File: src/sv/apg_pkg.sv
package apg_pkg;

  localparam int CordicIters = 24;
  localparam int OffW = 42;
  localparam int AccW = 44;

  typedef enum logic [3:0] {
    ST_IDLE,
    ST_VEC_A,
    ST_RADIUS,
    ST_VEC_B,
    ST_SPAN,
    ST_DIV,
    ST_ROT,
    ST_MUL,
    ST_OUT
  } apg_state_t;

  typedef struct packed {
    logic load;
    logic vec_a_init;
    logic vec_b_init;
    logic cordic_step;
    logic radius_calc;
    logic span_calc;
    logic div_init;
    logic div_step;
    logic rot_init;
    logic mul_calc;
    logic out_load;
    logic point_adv;
  } apg_cmd_t;

  typedef struct packed {
    logic cordic_done;
    logic div_done;
    logic last_done;
  } apg_status_t;

  function automatic logic [31:0] atan_entry(input logic [4:0] i);
    logic [31:0] r;
    begin
      case (i)
        5'd0: r = 32'd536870912;
        5'd1: r = 32'd316933406;
        5'd2: r = 32'd167458907;
        5'd3: r = 32'd85004756;
        5'd4: r = 32'd42667331;
        5'd5: r = 32'd21354465;
        5'd6: r = 32'd10679838;
        5'd7: r = 32'd5340245;
        5'd8: r = 32'd2670163;
        5'd9: r = 32'd1335087;
        5'd10: r = 32'd667544;
        5'd11: r = 32'd333772;
        5'd12: r = 32'd166886;
        5'd13: r = 32'd83443;
        5'd14: r = 32'd41722;
        5'd15: r = 32'd20861;
        5'd16: r = 32'd10430;
        5'd17: r = 32'd5215;
        5'd18: r = 32'd2608;
        5'd19: r = 32'd1304;
        5'd20: r = 32'd652;
        5'd21: r = 32'd326;
        5'd22: r = 32'd163;
        5'd23: r = 32'd81;
        default: r = 32'd0;
      endcase
      return r;
    end
  endfunction

endpackage

File: src/sv/apg_control.sv
module apg_control
  import apg_pkg::*;
(
  input  logic        clk,
  input  logic        rst,
  input  logic        in_valid,
  output logic        in_stall,
  output logic        out_valid,
  input  logic        out_stall,
  input  apg_status_t status,
  output apg_cmd_t    cmd
);

  apg_state_t state, state_next;

  always_ff @(posedge clk) begin
    if (rst) begin
      state <= ST_IDLE;
    end else begin
      state <= state_next;
    end
  end

  always_comb begin
    state_next = state;
    case (state)
      ST_IDLE: if (in_valid) state_next = ST_VEC_A;
      ST_VEC_A: if (status.cordic_done) state_next = ST_RADIUS;
      ST_RADIUS: state_next = ST_VEC_B;
      ST_VEC_B: if (status.cordic_done) state_next = ST_SPAN;
      ST_SPAN: state_next = ST_ROT;
      ST_ROT: if (status.cordic_done) state_next = ST_MUL;
      ST_MUL: state_next = ST_OUT;
      ST_OUT: begin
        if (!out_stall) begin
          state_next = status.last_done ? ST_IDLE : ST_DIV;
        end
      end
      ST_DIV: if (status.div_done) state_next = ST_ROT;
      default: state_next = ST_IDLE;
    endcase
  end

  always_comb begin
    cmd = '0;
    in_stall = 1'b1;
    out_valid = 1'b0;
    case (state)
      ST_IDLE: begin
        in_stall = 1'b0;
        cmd.load = in_valid;
        cmd.vec_a_init = in_valid;
      end
      ST_VEC_A: cmd.cordic_step = 1'b1;
      ST_RADIUS: begin
        cmd.radius_calc = 1'b1;
        cmd.vec_b_init = 1'b1;
      end
      ST_VEC_B: cmd.cordic_step = 1'b1;
      ST_SPAN: begin
        cmd.span_calc = 1'b1;
        cmd.rot_init = 1'b1;
      end
      ST_ROT: cmd.cordic_step = 1'b1;
      ST_MUL: cmd.mul_calc = 1'b1;
      ST_OUT: begin
        out_valid = 1'b1;
        if (!out_stall && !status.last_done) begin
          cmd.point_adv = 1'b1;
          cmd.div_init = 1'b1;
        end
      end
      ST_DIV: begin
        cmd.div_step = 1'b1;
        cmd.rot_init = status.div_done;
      end
      default: cmd = '0;
    endcase
  end

endmodule

File: config.mk
export PLATFORM = sky130hd
export DESIGN_NAME = apg_control
export DESIGN_NICKNAME = d
export VERILOG_FILES = /design/src/sv/apg_pkg.sv /design/src/sv/apg_control.sv
export SDC_FILE = /design/constraint.sdc
export NUM_CORES = 1
export LEC_CHECK = 0
export BUFFER_PORTS_ARGS = -buffer_cell sky130_fd_sc_hd__clkbuf_2
export CORE_AREA = 2 2 39 41
export DETAILED_ROUTE_END_ITERATION = 16
export DIE_AREA = 0 0 41 43
export PLACE_DENSITY = 0.59
export SYNTH_ARGS = -nofsm -noshare
export SYNTH_HDL_FRONTEND = slang
export SYNTH_SLANG_ARGS = --single-unit
File: constraint.sdc
create_clock -name clk -period 1.9 [get_ports clk]
set_input_delay 0.095 -clock clk [delete_from_list [all_inputs] [get_ports clk]]
set_output_delay 0.095 -clock clk [all_outputs]
set_load 0.03 [all_outputs]
==> impl_metrics.json <==
{
  "fin_nets": 83,
  "worst-path-buf-inv": 0,
  "rrSetupSlack_ns": 0.19,
  "path_cells": "or2b_1 -> or3_1 -> a311o_1 -> o21ai_1",
  "vias_per_cell": 4.900,
  "regMostFlops": "state",
  "reg_top3": "state (4)",
  "wire_per_inst_microns": 10.50,
  "seq_area_frac_synth_pct": 19.51,
  "root_buffer": "clkbuf_4",
  "slowest_stage": "dfxtp_1",
  "core_sq_um": 1384,
  "place_hpwl_microns": 776,
  "syn_to_final_growth_pct": 26.52,
  "peakVddDrop_uv": 587.7,
  "clkLatencyLatePin_ns": 0.24,
  "grt_pass1_vias": 365,
  "chipHeight_microns": 43,
  "grt.overflow.total": 0,
  "postCtsSetupRepairBufs": 0,
  "cp-end-kind": "flip-flop",
  "setup-violations-final": 0,
  "fin_worst_skew_ns": 0.002474,
  "num_vias": 441,
  "path_clk_slew_ns": 0.04,
  "holdBufCountCts": 0,
  "cp_max_fo": 11,
  "synth.distinct_cells": 27,
  "critPathMaxStageDelay_ns": 0.49,
  "layout_commonest_cell": "clkbuf_2",
  "crit_path_start_kind": "flip-flop",
  "boundaryPins": 21,
  "syn_area_sq_um": 410.4,
  "final_area_sq_um": 519.2,
  "htree_levels": 1,
  "start_util_pct": 29.66,
  "die-width_microns": 41,
  "maxSlewHeadroom_pct": 57.18,
  "fmax_ghz": 0.5843,
  "fin_crit_ns": 1.711,
  "dpl_cell_area_sq_um": 496.7,
  "routed_wl_microns": 945,
  "critPathRequiredTime_ns": 2.07,
  "antenna_found_initial": 0,
  "critical_path_class": "flip-flop to flip-flop",
  "setup_slack_ns": 0.1886,
  "arrival_ns": 1.88,
  "hold_path.class": "primary input to flip-flop",
  "rsz0062_at_grt": "no",
  "crit-reg2reg-launch": "state[2]",
  "synth_fp_nets": 65,
  "grt_pass1_wl_microns": 1483,
  "syn-instance-count": 58,
  "post_cts_resized": 0,
  "avgSynthCellArea_sq_um": 7.076,
  "drv_cap": 0,
  "grt_usage_pct": 12.34,
  "hold_viol_final": 0,
  "clock_path_buffers": 2,
  "final_cell_mix": "19 x clkbuf_2, 6 x nor3_1, 6 x nor2_1",
  "die_area_sq_um": 1763,
  "firstDrtPassIters": 4,
  "largest_reg_flops": 4,
  "whs_endpoint": "state[2]",
  "cts_buffers": 3,
  "port-buffer-count": 19,
  "place.gp.congestion": 0.7647,
  "worst_slew_pin_slew_ns": 0.6356,
  "outcome": "completed",
  "numClockSinks": 4,
  "hp-start": "rst",
  "whs_path_depth": 2,
  "r2r_end": "state[1]",
  "antenna_cells": 0,
  "fin_crit_sh_pct": 90.07,
  "place_ws_ns": 0.2093,
  "path_delay_family": "simple AND/OR/NAND/NOR gates",
  "drv_slew": 0,
  "ys_ff_latch": 4,
  "ant_nets": 0,
  "p_leak_nw": 0.2432,
  "drt_iter0_drc": 6,
  "placementRows": 14,
  "powerDensity_nw_per_um2": 1791,
  "total_power_uw": 929.8,
  "fin_tns_setup_ns": 0,
  "cts_tree": "yes",
  "rr_worst_depth": 4,
  "yosys_warnings": 0,
  "drcViolationCount": 0,
  "grt_max_degree": 12,
  "drive_above_1_share_pct": 37.84
}
==> per-stage QoR <==
stage                     hold WS, ns  cells  util [%]
after floorplan                0.1639     58         -
after global placement         0.3437     87     35.90
after detailed placement       0.3469     87     35.90
after CTS                     0.09761     90     37.52
after global routing           0.1074     90     37.52
final                          0.1124     90     37.52
==> cells in the mapped netlist <==
library cell	n	area share, %
nand4_1	1	1.5
or3_1	1	1.5
and2_1	1	1.5
buf_6	1	2.7
nand2b_1	4	6.1
nor2b_1	1	1.5
nor3b_1	2	3.7
nor3_1	6	7.3
and3_1	1	1.5
o21ai_0	2	2.4
buf_4	5	9.1
clkbuf_1	1	0.91
nor2_1	7	6.4
mux2_2	1	2.7
conb_1	1	0.91
a21oi_1	5	6.1
inv_1	3	2.7
or4b_1	1	2.4
buf_2	1	1.2
a2111oi_2	1	3.7
o21ai_1	1	1.2
or2b_1	2	3.7
nand3b_1	1	1.8
a311o_1	1	2.4
dfxtp_1	4	20
nand3_1	2	2.4
a2111o_1	1	2.7
==> worst reg2reg max path, cell delays in order, from the launching register on <==
cell	delay (ns)
dfxtp_1	0.49
or2b_1	0.31
or3_1	0.41
a311o_1	0.37
o21ai_1	0.07
==> final cells by class <==
cell class / count / area [sq um]
Sequential cell: 4 / 80.08
Fill cell: 151 / 864.6
Inverter: 3 / 11.26
Multi-Input combinational cell: 43 / 275.3
Clock buffer: 3 / 22.52
Tap cell: 16 / 20.02
Timing Repair Buffer: 21 / 110.1
==> logic make-up after synthesis <==
logic type	after synthesis	share of synthesized area [%]
buf+inv	11	16.77
simple gates	30	41.47
flops	4	19.51
other cells	1	0.9138
compound gates	11	18.59
mux	1	2.744
==> power by group <==
part	internal (mW)	total, mW	switching, mW
Clock	0.0707	0.106	0.0352
Combinational	0.224	0.633	0.409
Sequential	0.117	0.191	0.0740
Total	0.412	0.930	0.518
==> how the worst max path moves through the flow <==
| stage | from | to | cells after the start |
|---|---|---|---|
| 2_1_floorplan | state[0] | cmd[5] | 5 |
| 3_3_place_gp | state[2] | state[1] | 4 |
| 6_report | state[2] | state[1] | 4 |
| 4_1_cts | state[2] | state[1] | 4 |
| 3_5_place_dp | state[2] | state[1] | 4 |
| 5_1_grt | state[2] | state[1] | 4 |
==> per-layer routing <==
| metal | global-route usage [%] | part of all wire, % |
|---|---|---|
| met3 | 1.571 | 5.3 |
| met4 | 10.00 | 0 |
| met1 | 15.71 | 45 |
| met5 | 0 | 0 |
| met2 | 17.50 | 50 |
(Power assumes the default switching activity.)
